## src/rtl/fixed_block_pool_allocator_macros.svh

```systemverilog
// Assertion macros used by the pool allocator RTL.
`ifndef FIXED_BLOCK_POOL_ALLOCATOR_MACROS_SVH
`define FIXED_BLOCK_POOL_ALLOCATOR_MACROS_SVH

// Condition must hold at every clock edge outside reset.
`define FBPA_ASSERT_HOLDS(label, clk, rst, cond, msg) \
  label: assert property (@(posedge clk) disable iff (rst) (cond)) else $error(msg);

// Antecedent implies consequent in the same cycle.
`define FBPA_ASSERT_IMPLIES(label, clk, rst, ante, cons, msg) \
  label: assert property (@(posedge clk) disable iff (rst) (ante) |-> (cons)) else $error(msg);

`endif

```

## src/rtl/fbpa_pkg.sv

```systemverilog
// Shared types and constants of the block pool allocator.
package fbpa_pkg;

  // Request and result field widths
  localparam int KIND_W  = 2;
  localparam int INDEX_W = 6;
  localparam int COUNT_W = 7;

  // Request kinds
  localparam logic [KIND_W-1:0] KIND_INIT  = 2'd0;
  localparam logic [KIND_W-1:0] KIND_ALLOC = 2'd1;
  localparam logic [KIND_W-1:0] KIND_FREE  = 2'd2;
  localparam logic [KIND_W-1:0] KIND_SCAN  = 2'd3;

  // Block count after reset
  localparam logic [COUNT_W-1:0] BLOCK_COUNT_RST = 7'd64;

  // Counter unit operation
  typedef enum logic {
    ALU_INC = 1'b0,
    ALU_DEC = 1'b1
  } alu_op_t;

endpackage

```

## src/rtl/fbpa_ram.sv

```systemverilog
// Generic single-write, single-read RAM with registered read data.
module fbpa_ram #(
  parameter int WIDTH = 6,
  parameter int DEPTH = 64
) (
  input  logic                     clk,
  input  logic                     we,
  input  logic [$clog2(DEPTH)-1:0] waddr,
  input  logic [WIDTH-1:0]         wdata,
  input  logic [$clog2(DEPTH)-1:0] raddr,
  output logic [WIDTH-1:0]         rdata
);

  logic [WIDTH-1:0] mem [DEPTH];

  // Write port and registered read port
  always_ff @(posedge clk) begin
    if (we) begin
      mem[waddr] <= wdata;
    end
    rdata <= mem[raddr];
  end

endmodule

```

## src/rtl/fbpa_alu.sv

```systemverilog
// Shared counter unit: increment or decrement plus a below-limit compare.
module fbpa_alu #(
  parameter int W = 7
) (
  input  logic             [W-1:0] a,
  input  logic             [W-1:0] limit,
  input  fbpa_pkg::alu_op_t        op,
  output logic             [W-1:0] sum,
  output logic                     lt
);

  // One adder serves both directions
  assign sum = (op == fbpa_pkg::ALU_DEC) ? a - W'(1) : a + W'(1);
  assign lt  = (a < limit);

endmodule

```

## src/rtl/fixed_block_pool_allocator.sv

```systemverilog
// Fixed block pool allocator: free stack in RAM, used marks in flops, small sequencer.
//
// Manages MAX_BLOCKS equal blocks by index. One request is taken at a time; s_tready
// is high only while the sequencer is idle, and a finished result may still sit in
// the output register while the next request is taken. Allocate and free pass through
// one further state after the request, for the free-stack RAM read or write. Init
// writes one stack entry per cycle up to the saturated count. Scan tests one used
// mark per cycle while no found block waits on a full output register. The single
// counter unit and single RAM write port set this pace; output back-pressure adds its
// own stalls. block_count takes effect at the next init and saturates at MAX_BLOCKS.
`include "fixed_block_pool_allocator_macros.svh"

module fixed_block_pool_allocator #(
  parameter int MAX_BLOCKS = 64
) (
  input  logic        clk,
  input  logic        rst,
  // Config register block_count
  input  logic        cfg_we,
  input  logic [6:0]  cfg_wdata,
  // Requests
  input  logic        s_tvalid,
  output logic        s_tready,
  input  logic [7:0]  s_tdata,   // [5:0] block_index, [7:6] zero
  input  logic [1:0]  s_tuser,   // [1:0] kind
  // Results
  output logic        m_tvalid,
  input  logic        m_tready,
  output logic [15:0] m_tdata,   // [5:0] result_index, [12:6] free_count, [15:13] zero
  output logic        m_tuser,   // [0] ok
  output logic        m_tlast    // last result of the request
);

  localparam int IW = $clog2(MAX_BLOCKS);
  localparam int CW = $clog2(MAX_BLOCKS + 1);

  localparam logic [2:0] ST_IDLE  = 3'd0;
  localparam logic [2:0] ST_INIT  = 3'd1;
  localparam logic [2:0] ST_ALLOC = 3'd2;
  localparam logic [2:0] ST_FREE  = 3'd3;
  localparam logic [2:0] ST_SCAN  = 3'd4;
  localparam logic [2:0] ST_REPLY = 3'd5;

  logic [2:0]                     state, state_next;
  logic [fbpa_pkg::COUNT_W-1:0]   block_count;
  logic [CW-1:0]                  free_top, free_top_next;
  logic [CW-1:0]                  pool_count, pool_count_next;
  logic                           started, started_next;
  logic [CW-1:0]                  ptr, ptr_next;
  logic [fbpa_pkg::INDEX_W-1:0]   bi, bi_next;
  logic                           have_pend, have_pend_next;
  logic [IW-1:0]                  pend_idx, pend_idx_next;
  logic [MAX_BLOCKS-1:0]          used_mark;

  logic                           used_set, used_clr, used_clear_all;
  logic [IW-1:0]                  used_sel;

  logic                           ram_we;
  logic [IW-1:0]                  ram_waddr, ram_wdata, ram_rdata;

  logic [CW-1:0]                  alu_a, alu_limit, alu_sum;
  fbpa_pkg::alu_op_t              alu_op;
  logic                           alu_lt;

  logic                           out_free, emit, emit_ok, emit_last;
  logic [IW-1:0]                  emit_idx;
  logic [CW-1:0]                  emit_count;

  logic                           accept;
  logic [fbpa_pkg::INDEX_W-1:0]   in_bi;
  logic [CW-1:0]                  cnt_sat;
  logic                           free_ok;

  assign s_tready = (state == ST_IDLE);
  assign accept   = s_tvalid && s_tready;
  assign in_bi    = s_tdata[fbpa_pkg::INDEX_W-1:0];
  assign out_free = !m_tvalid || m_tready;

  // Saturated block count for init
  assign cnt_sat = (block_count > fbpa_pkg::COUNT_W'(MAX_BLOCKS)) ? CW'(MAX_BLOCKS)
                                                                : block_count[CW-1:0];

  // Free request check: started, in range, marked used, stack not full
  assign free_ok = started
                && (fbpa_pkg::COUNT_W'(in_bi) < fbpa_pkg::COUNT_W'(pool_count))
                && used_mark[in_bi[IW-1:0]]
                && (free_top != CW'(MAX_BLOCKS));

  // Free stack storage
  fbpa_ram #(
    .WIDTH(IW),
    .DEPTH(MAX_BLOCKS)
  ) u_stack (
    .clk  (clk),
    .we   (ram_we),
    .waddr(ram_waddr),
    .wdata(ram_wdata),
    .raddr(alu_sum[IW-1:0]),
    .rdata(ram_rdata)
  );

  // Shared counter unit
  fbpa_alu #(
    .W(CW)
  ) u_alu (
    .a    (alu_a),
    .limit(alu_limit),
    .op   (alu_op),
    .sum  (alu_sum),
    .lt   (alu_lt)
  );

  // Sequencer
  always_comb begin
    state_next      = state;
    free_top_next   = free_top;
    pool_count_next = pool_count;
    started_next    = started;
    ptr_next        = ptr;
    bi_next         = bi;
    have_pend_next  = have_pend;
    pend_idx_next   = pend_idx;
    used_set        = 1'b0;
    used_clr        = 1'b0;
    used_clear_all  = 1'b0;
    used_sel        = bi[IW-1:0];
    ram_we          = 1'b0;
    ram_waddr       = free_top[IW-1:0];
    ram_wdata       = bi[IW-1:0];
    alu_a           = free_top;
    alu_op          = fbpa_pkg::ALU_DEC;
    alu_limit       = pool_count;
    emit            = 1'b0;
    emit_ok         = 1'b0;
    emit_idx        = '0;
    emit_count      = free_top;
    emit_last       = 1'b1;

    unique case (state)
      ST_IDLE: begin
        // Counter unit computes free_top - 1 as the pop read address
        if (accept) begin
          bi_next = in_bi;
          unique case (s_tuser)
            fbpa_pkg::KIND_INIT: begin
              pool_count_next = cnt_sat;
              free_top_next   = cnt_sat;
              started_next    = 1'b1;
              used_clear_all  = 1'b1;
              ptr_next        = '0;
              state_next      = ST_INIT;
            end
            fbpa_pkg::KIND_ALLOC: begin
              state_next = (started && (free_top != '0)) ? ST_ALLOC : ST_REPLY;
            end
            fbpa_pkg::KIND_FREE: begin
              state_next = free_ok ? ST_FREE : ST_REPLY;
            end
            fbpa_pkg::KIND_SCAN: begin
              ptr_next       = '0;
              have_pend_next = 1'b0;
              state_next     = ST_SCAN;
            end
            default: state_next = ST_IDLE;
          endcase
        end
      end
      ST_INIT: begin
        // Write stack[ptr] = ptr, one entry per cycle
        alu_a  = ptr;
        alu_op = fbpa_pkg::ALU_INC;
        if (alu_lt) begin
          ram_we    = 1'b1;
          ram_waddr = ptr[IW-1:0];
          ram_wdata = ptr[IW-1:0];
          ptr_next  = alu_sum;
        end else if (out_free) begin
          emit       = 1'b1;
          emit_ok    = 1'b1;
          state_next = ST_IDLE;
        end
      end
      ST_ALLOC: begin
        // Read data holds the popped block
        if (out_free) begin
          emit          = 1'b1;
          emit_ok       = 1'b1;
          emit_idx      = ram_rdata;
          emit_count    = alu_sum;
          free_top_next = alu_sum;
          used_set      = 1'b1;
          used_sel      = ram_rdata;
          state_next    = ST_IDLE;
        end
      end
      ST_FREE: begin
        // Push the block and clear its mark
        alu_op = fbpa_pkg::ALU_INC;
        if (out_free) begin
          ram_we        = 1'b1;
          used_clr      = 1'b1;
          free_top_next = alu_sum;
          emit          = 1'b1;
          emit_ok       = 1'b1;
          emit_count    = alu_sum;
          state_next    = ST_IDLE;
        end
      end
      ST_SCAN: begin
        // One mark per cycle save output stalls; found block held till next sets last
        alu_a     = ptr;
        alu_op    = fbpa_pkg::ALU_INC;
        alu_limit = CW'(MAX_BLOCKS);
        if (alu_lt) begin
          if (used_mark[ptr[IW-1:0]]) begin
            if (!have_pend) begin
              have_pend_next = 1'b1;
              pend_idx_next  = ptr[IW-1:0];
              ptr_next       = alu_sum;
            end else if (out_free) begin
              emit          = 1'b1;
              emit_ok       = 1'b1;
              emit_idx      = pend_idx;
              emit_last     = 1'b0;
              pend_idx_next = ptr[IW-1:0];
              ptr_next      = alu_sum;
            end
          end else begin
            ptr_next = alu_sum;
          end
        end else if (out_free) begin
          emit       = 1'b1;
          emit_ok    = have_pend;
          emit_idx   = have_pend ? pend_idx : '0;
          state_next = ST_IDLE;
        end
      end
      ST_REPLY: begin
        // Failed allocate or free request
        if (out_free) begin
          emit       = 1'b1;
          state_next = ST_IDLE;
        end
      end
      default: state_next = ST_IDLE;
    endcase
  end

  // Control registers
  always_ff @(posedge clk) begin
    if (rst) begin
      state       <= ST_IDLE;
      block_count <= fbpa_pkg::BLOCK_COUNT_RST;
      free_top    <= '0;
      pool_count  <= '0;
      started     <= 1'b0;
      have_pend   <= 1'b0;
      used_mark   <= '0;
      m_tvalid    <= 1'b0;
    end else begin
      state      <= state_next;
      free_top   <= free_top_next;
      pool_count <= pool_count_next;
      started    <= started_next;
      have_pend  <= have_pend_next;
      if (cfg_we) begin
        block_count <= cfg_wdata;
      end
      if (used_clear_all) begin
        used_mark <= '0;
      end else if (used_set) begin
        used_mark[used_sel] <= 1'b1;
      end else if (used_clr) begin
        used_mark[used_sel] <= 1'b0;
      end
      if (emit) begin
        m_tvalid <= 1'b1;
      end else if (m_tready) begin
        m_tvalid <= 1'b0;
      end
    end
  end

  // Payload registers
  always_ff @(posedge clk) begin
    ptr      <= ptr_next;
    bi       <= bi_next;
    pend_idx <= pend_idx_next;
    if (emit) begin
      m_tdata <= {3'b000, fbpa_pkg::COUNT_W'(emit_count), fbpa_pkg::INDEX_W'(emit_idx)};
      m_tuser <= emit_ok;
      m_tlast <= emit_last;
    end
  end

  // Checks
  `FBPA_ASSERT_HOLDS(a_top_in_pool, clk, rst, free_top <= pool_count, "free_top above pool size")
  `FBPA_ASSERT_HOLDS(a_conserve, clk, rst, $countones(used_mark) + int'(free_top) == int'(pool_count), "used plus free differs from pool size")
  `FBPA_ASSERT_IMPLIES(a_no_overwrite, clk, rst, emit, !m_tvalid || m_tready, "result overwritten before taken")
  `FBPA_ASSERT_IMPLIES(a_pop_unused, clk, rst, state == ST_ALLOC, !used_mark[ram_rdata], "popped block already marked used")

endmodule
```

## config.mk

```make
export PLATFORM = sky130hd
export DESIGN_NAME = fixed_block_pool_allocator
export DESIGN_NICKNAME = d
export VERILOG_FILES = /design/src/rtl/fbpa_pkg.sv /design/src/rtl/fbpa_ram.sv /design/src/rtl/fbpa_alu.sv /design/src/rtl/fixed_block_pool_allocator.sv
export VERILOG_INCLUDE_DIRS = /design/src /design/src/rtl
export SDC_FILE = /design/constraint.sdc
export NUM_CORES = 1
export LEC_CHECK = 0
export BUFFER_PORTS_ARGS = -buffer_cell sky130_fd_sc_hd__buf_2
export CAP_MARGIN = 0
export CORE_MARGIN = 2
export CORE_UTILIZATION = 57
export CTS_CLUSTER_SIZE = 16
export DETAILED_ROUTE_END_ITERATION = 10
export HOLD_SLACK_MARGIN = 0.12
export PLACE_DENSITY = 0.73
export SETUP_SLACK_MARGIN = 0.2
export SLEW_MARGIN = 30
export SYNTH_ARGS = -nofsm -noshare
export SYNTH_HDL_FRONTEND = slang
export SYNTH_HIERARCHICAL = 1
export SYNTH_SLANG_ARGS = --single-unit
```

## constraint.sdc

```tcl
create_clock -name clk -period 11.2 [get_ports clk]
set_input_delay 0.56 -clock clk [delete_from_list [all_inputs] [get_ports clk]]
set_output_delay 0.56 -clock clk [all_outputs]
set_load 0.01 [all_outputs]
```

* Word level (Yosys, flattened, before mapping)
Memory sizes are Yosys's and may differ from the RTL's. A register that Yosys moved wholly into a read port is not among the register bits. Index checks and enable logic that the tools add are counted.
Word-level totals: logic and storage cells 150, output and inout port bits 20, memories 1, register bits 125, memory bits (writable) 384, latch bits 0, bits of input ports 22, memory bits (read-only) 0
Memories:
- u_stack.mem | depth 64, width 6, read ports 1, clocked after Yosys merged registers in 1, write ports 1, RTL line fbpa_ram.sv:14 | logic [WIDTH-1:0] mem [DEPTH];
Operators by class: reductions and logical operators 30, bitwise gates (word level) 3, divide/modulo/power cells 0, order comparisons 7, multipliers 0, muxes and demuxes 74, shift operators 0, eq/ne operators 19, add/subtract/negate cells 2
Operator list (number):
- $mux W64 | 2
- $mux W7 | 15
- $mux W6 | 15
- $and A64 B64 Y64 | 1
- $not A64 Y64 | 1
- $or A64 B64 Y64 | 1
- $mux W1 | 25
- $lt A6 B7 Y1 const B | 3
- $pmux W7 S3 | 1
- $mux W3 | 5
- $pmux W7 S2 | 1
- $bmux W1 S6 | 2
- $pmux W3 S4 | 1
- $pmux W6 S2 | 1
- $ne A2 B2 Y1 const B | 5
- $pmux W3 S3 | 1
- $ne A2 B1 Y1 const B | 4
- $reduce_and A4 Y1 | 2
- $reduce_bool A2 Y1 | 4
- $reduce_or A2 Y1 | 4
- $add A7 B1 Y7 const B | 1
- $gt A7 B7 Y1 const B | 1
- $lt A6 B7 Y1 | 1
- $lt A7 B7 Y1 | 1
- other kinds (24) | 37

* Longest topological paths before layout
word-level depth 12, gate-level depth with buffers 21, mapped depth without buffers 18

* Hierarchy
The synthesis kept the hierarchy.
By module, submodules not included:
- fbpa_ram | sequential area each 11651.2 µm², cells each 729, instances 1, area an instance 15205.8 µm²
- fixed_block_pool_allocator | sequential area each 2842.7 µm², cells each 774, instances 1, area an instance 7156.9 µm²
- fbpa_alu | sequential area each 0.0 µm², cells each 53, instances 1, area an instance 397.9 µm²

* Worst setup path after synthesis
OpenSTA, ideal clock, no wires.
kind reg2reg, start point register state[0], end point memory u_stack.mem[10][0], enable pin, arrival time 4.428 ns, library setup time 0.350 ns, cell stages (with the launch flop) 20, period minus slack after synthesis 4.778 ns, required time 10.850 ns, buffers on the path 4, setup slack 6.422 ns, path through dfxtp_1 > buf_6 > buf_2 > xnor2_1 > nor2_1 > mux2_2 > ha_1 > a21oi_1 > o21ai_0 > a21oi_1 > o21a_1 > inv_1 > nor4_1 > nand2_1 > nand2_1 > clkbuf_1 > or3b_1 > or2_1 > clkbuf_1 > nor2_1
Between the ends: elaborated cells between the ends (all ways) 13, classes of those cells order compare: 1; eq/ne: 3; mux: 8; reduce/logical: 1
RTL lines:
- from (decl) | RTL line fixed_block_pool_allocator.sv:44 | logic [2:0] state, state_next;
- from (signal assigned) | RTL line fixed_block_pool_allocator.sv:261 | state <= state_next;
- $eq A3 B3 Y1 / $eq A3 B1 Y1 (equally long branches) | RTL line fixed_block_pool_allocator.sv:139 | unique case (state)
- $reduce_or A2 Y1 (no line) *
- $mux W7 * | RTL line fixed_block_pool_allocator.sv:139
- net alu_a[2] | RTL line fixed_block_pool_allocator.sv:61 | logic [CW-1:0] alu_a, alu_limit, alu_sum;
- $lt A7 B7 Y1 * | RTL line fbpa_alu.sv:14 | assign lt = (a < limit);
- net alu_lt | RTL line fixed_block_pool_allocator.sv:63 | logic alu_lt;
- $mux W6 * | RTL line fixed_block_pool_allocator.sv:172 | if (alu_lt) begin
- $mux W6 * | RTL line fixed_block_pool_allocator.sv:139
- net ram_waddr[1] | RTL line fixed_block_pool_allocator.sv:59 | logic [IW-1:0] ram_waddr, ram_wdata, ram_rdata;
- to (decl) | RTL line fbpa_ram.sv:14
The timed path passes the listed nets; every way through them passes the cells marked *.

* Final worst setup path
start point register state[2], end point memory u_stack.mem[58][0], enable pin
The elaborated chain is that of the path after synthesis.

==> key figures <==
Synthesis
  – Commonest cells in the netlist: edfxtp_1, nor2_1, nand2_1
  – Top cells by area, synth: edfxtp_1, mux4_2, dfxtp_1, mux2i_1, nor2_1
  – Dominant synthesized flop cell: edfxtp_1
  – Sequential share of the synthesized area: between 60 and 70%
  – EDFF count, synth: 418
  – Yosys reg bits: approximately 500
  – Cell Area, Synth: 22,800 sq um
  – Count leader, synth: edfxtp_1
  – Yosys warning total: 6
  – Post-synth cell types: 80
  – Biggest area consumer among synthesized cells: edfxtp_1
  – Post-Syn Instances: 1,556
  – Async set or reset register ratio after synthesis: 0%
  – Yosys top cell area share: 55.1%
  – Avg Cell Area, Syn: 14.6 sq um

STA
  – RSZ-0062 raised after global routing: false
  – Setup TNS: 0 ns
  – Final setup violation count: 0
  – Fin crit period: 5.83 ns
  – Clock Skew: between 0.02 and 0.03 ns
  – Worst slew margin: 35.5%
  – Tcrit/Tclk final: approximately 52%
  – Actual slew at the worst max-slew pin: 0.960 ns
  – Final Hold Viols: 0
  – Fmax: between 150 and 200 MHz
  – Max-slew violations: 0

Setup path
  – Peak fanout along the critical path: 16
  – Cells on worst reg2reg path: 15
  – Setup CP Type: flip-flop to flip-flop
  – Crit path arrival time: 6.05 ns
  – Worst R2R Setup Slack: 5.37 ns
  – Startpoint Class: flip-flop
  – CP endpoint kind: flip-flop
  – Setup crit end: u_stack/mem[58][0]
  – Crit path required time: 11.42 ns
  – R2r startpoint: state[2]
  – FF-to-FF End: u_stack/mem[58][0]
  – Critical path origin: state[2]

Die
  – Die Span X: 204 um
  – Die Span Y: 204 um
  – Row cnt: 73
  – Initial Util: 57.6%
  – Boundary Pins: 42
  – Core region area: 39,500 sq um
  – Area of the die: 41,500 sq um

Finish
  – Fillers: approximately 2,900
  – NumNets Final: 1,609
  – Layout cells sized above 1: between 10% and 20%
  – Finished Core Util: 63.1%
  – Footprint of the multi-input gates: around 7800 sq um
  – Area growth syn-to-layout: 9.63%
  – Ant diodes: 0
  – Final Instance Area: 25,000 sq um
  – Register Area: 14,500 sq um

Clock network
  – Post-cts gate resize count: 0
  – Postcts setup bufs: 0
  – CTS max path bufs: 3
  – Clk sinks: approximately 520
  – Clock root buffer: clkbuf_16
  – CTS tree: built
  – Hold_buf cts: 0
  – Clock buffer count from CTS: 50
  – H-tree Lvls: 2
  – Skew-Pair Late Insertion Delay: 0.61 ns
  – Clk pin slew, worst setup/hold paths: 0.06 ns

Pwr
  – Leakage Power: approximately 0.0083 uW
  – P per Cell Area: around 200 nW/um^2
  – Maximum vdd drop: 157 uV

Global routing
  – First-pass GRT wire length: 80,500 um
  – Met1 Usage GRT: 35.1%
  – Initial antenna violation count: 0
  – Largest net degree at the start of global routing: 65
  – Congestion Overflow GR: 0
  – Met3 usage in global routing: under 10%
  – GRT Util Overall: 25.8%
  – Met2 Track Usage GR: 42.4%
  – Gr busiest metal: met2
  – Via count of the first global-routing pass: 13,700

Drt
  – Avg WL per Cell: 24.6 um
  – DRC: 0
  – Routed Antenna Nets: 0
  – Via/cell ratio: ~6.4
  – First-pass detailed-route iteration total: 5
  – Starting DRT DRC Count: about 1,500
  – Via count: 13,700
  – Final WL: 52,300 um

Place
  – Area post-placement: 23,300 sq um
  – IO buf count: 36
  – Routability cong.: between 0.9 and 1
  – Estimated wirelength of the detail-placed design: 33,700 um

Status
  – Status: completed

Worst hold path
  – HP Class: primary input to flip-flop

Flow run
  – Max cap viols: 0
==> kinds of logic after synthesis <==
group                      Yosys count  share of synthesized area, %
AOI/OAI and AO/OA                  215                          6.01
xor gates and xnor gates             5                         0.225
adders and majority gates           21                          1.19
buffers and inverters              125                          2.56
DFF                                515                          63.7
muxes                              232                          16.9
other                                1                        0.0165
and+or+nand+nor                    442                          9.39
==> report_power, final <==
part / internal [uW] / switching (uW) / total [uW]
combinational: 384 / 665 / 1050
sequential: 2170 / 44.4 / 2210
clock: 920 / 708 / 1630
total: 3470 / 1420 / 4890
==> per-stage QoR <==
| stage | hold WS [ns] | power, uW | worst slack [ns] | std cells |
|---|---|---|---|---|
| global route | 0.180 | 5050 | 5.07 | 2125 |
| global placement | 0.447 | 3260 | 5.00 | 2038 |
| finish | 0.172 | 4890 | 5.37 | 2125 |
| CTS | 0.153 | 4900 | 4.86 | 2124 |
| floorplan | 0.421 | 2950 | 6.42 | 1558 |
| detailed placement | 0.457 | 3290 | 4.84 | 2038 |
==> metal layers <==
| metal | wire length (um) | vias up |
|---|---|---|
| li1 | - | 6024 |
| met1 | 21100 | 6972 |
| met2 | 25900 | 576 |
| met3 | 3830 | 107 |
| met4 | 1520 | 0 |
| met5 | 0 | - |
==> worst min-delay path by stage <==
stage / cells after the start / start / end / slack [ns]
finish: 2 / cfg_wdata[6] / block_count[6] / 0.17
global route: 2 / cfg_wdata[6] / block_count[6] / 0.18
CTS: 2 / cfg_wdata[6] / block_count[6] / 0.15
detailed placement: 2 / pool_count[3] / pool_count[3] / 0.46
global placement: 2 / pool_count[1] / pool_count[1] / 0.45
floorplan: 0 / ptr[2] / pend_idx[2] / 0.42
==> cell type report <==
class,count,area share [%]
Tap cell,525,2.63
Clock buffer,55,5.13
Clock inverter,31,1.27
Sequential cell,515,58.1
Timing Repair Buffer,54,1.26
Inverter,27,0.431
Multi-Input combinational cell,918,31.2
==> worst max-delay path: stages (launching register included) <==
cell     delay [ns]
dfxtp_1        0.65
xnor2_1        0.14
nor2_2         0.53
mux2_2         0.43
ha_1           0.32
a21oi_1        0.15
o21ai_0        0.10
a21oi_1        0.18
o21a_1         0.27
inv_1          0.20
nor4_2         0.49
nand2_1        0.21
nand2_1        0.33
or3b_1         0.46
or2_1          0.41
nor2_1         0.57
==> cell usage in the layout, fill, tap and decap left out, types with 10 or more instances in the layout <==
cell,instances
buf_2,36
clkinv_1,11
mux4_2,119
edfxtp_1,418
nand2b_1,16
a22oi_1,20
clkinv_2,11
mux2i_1,96
o22ai_1,10
clkbuf_16,50
ha_1,20
a21oi_1,64
or3_1,28
nor2b_1,16
nand2_1,119
dfxtp_1,97
o21ai_0,43
nand3_1,35
nand3b_1,10
buf_4,18
mux2_2,15
nor3_1,21
o211ai_1,12
inv_1,22
nor2_1,135
and2_1,11
No activity file was read; power rests on OpenSTA's default activity.
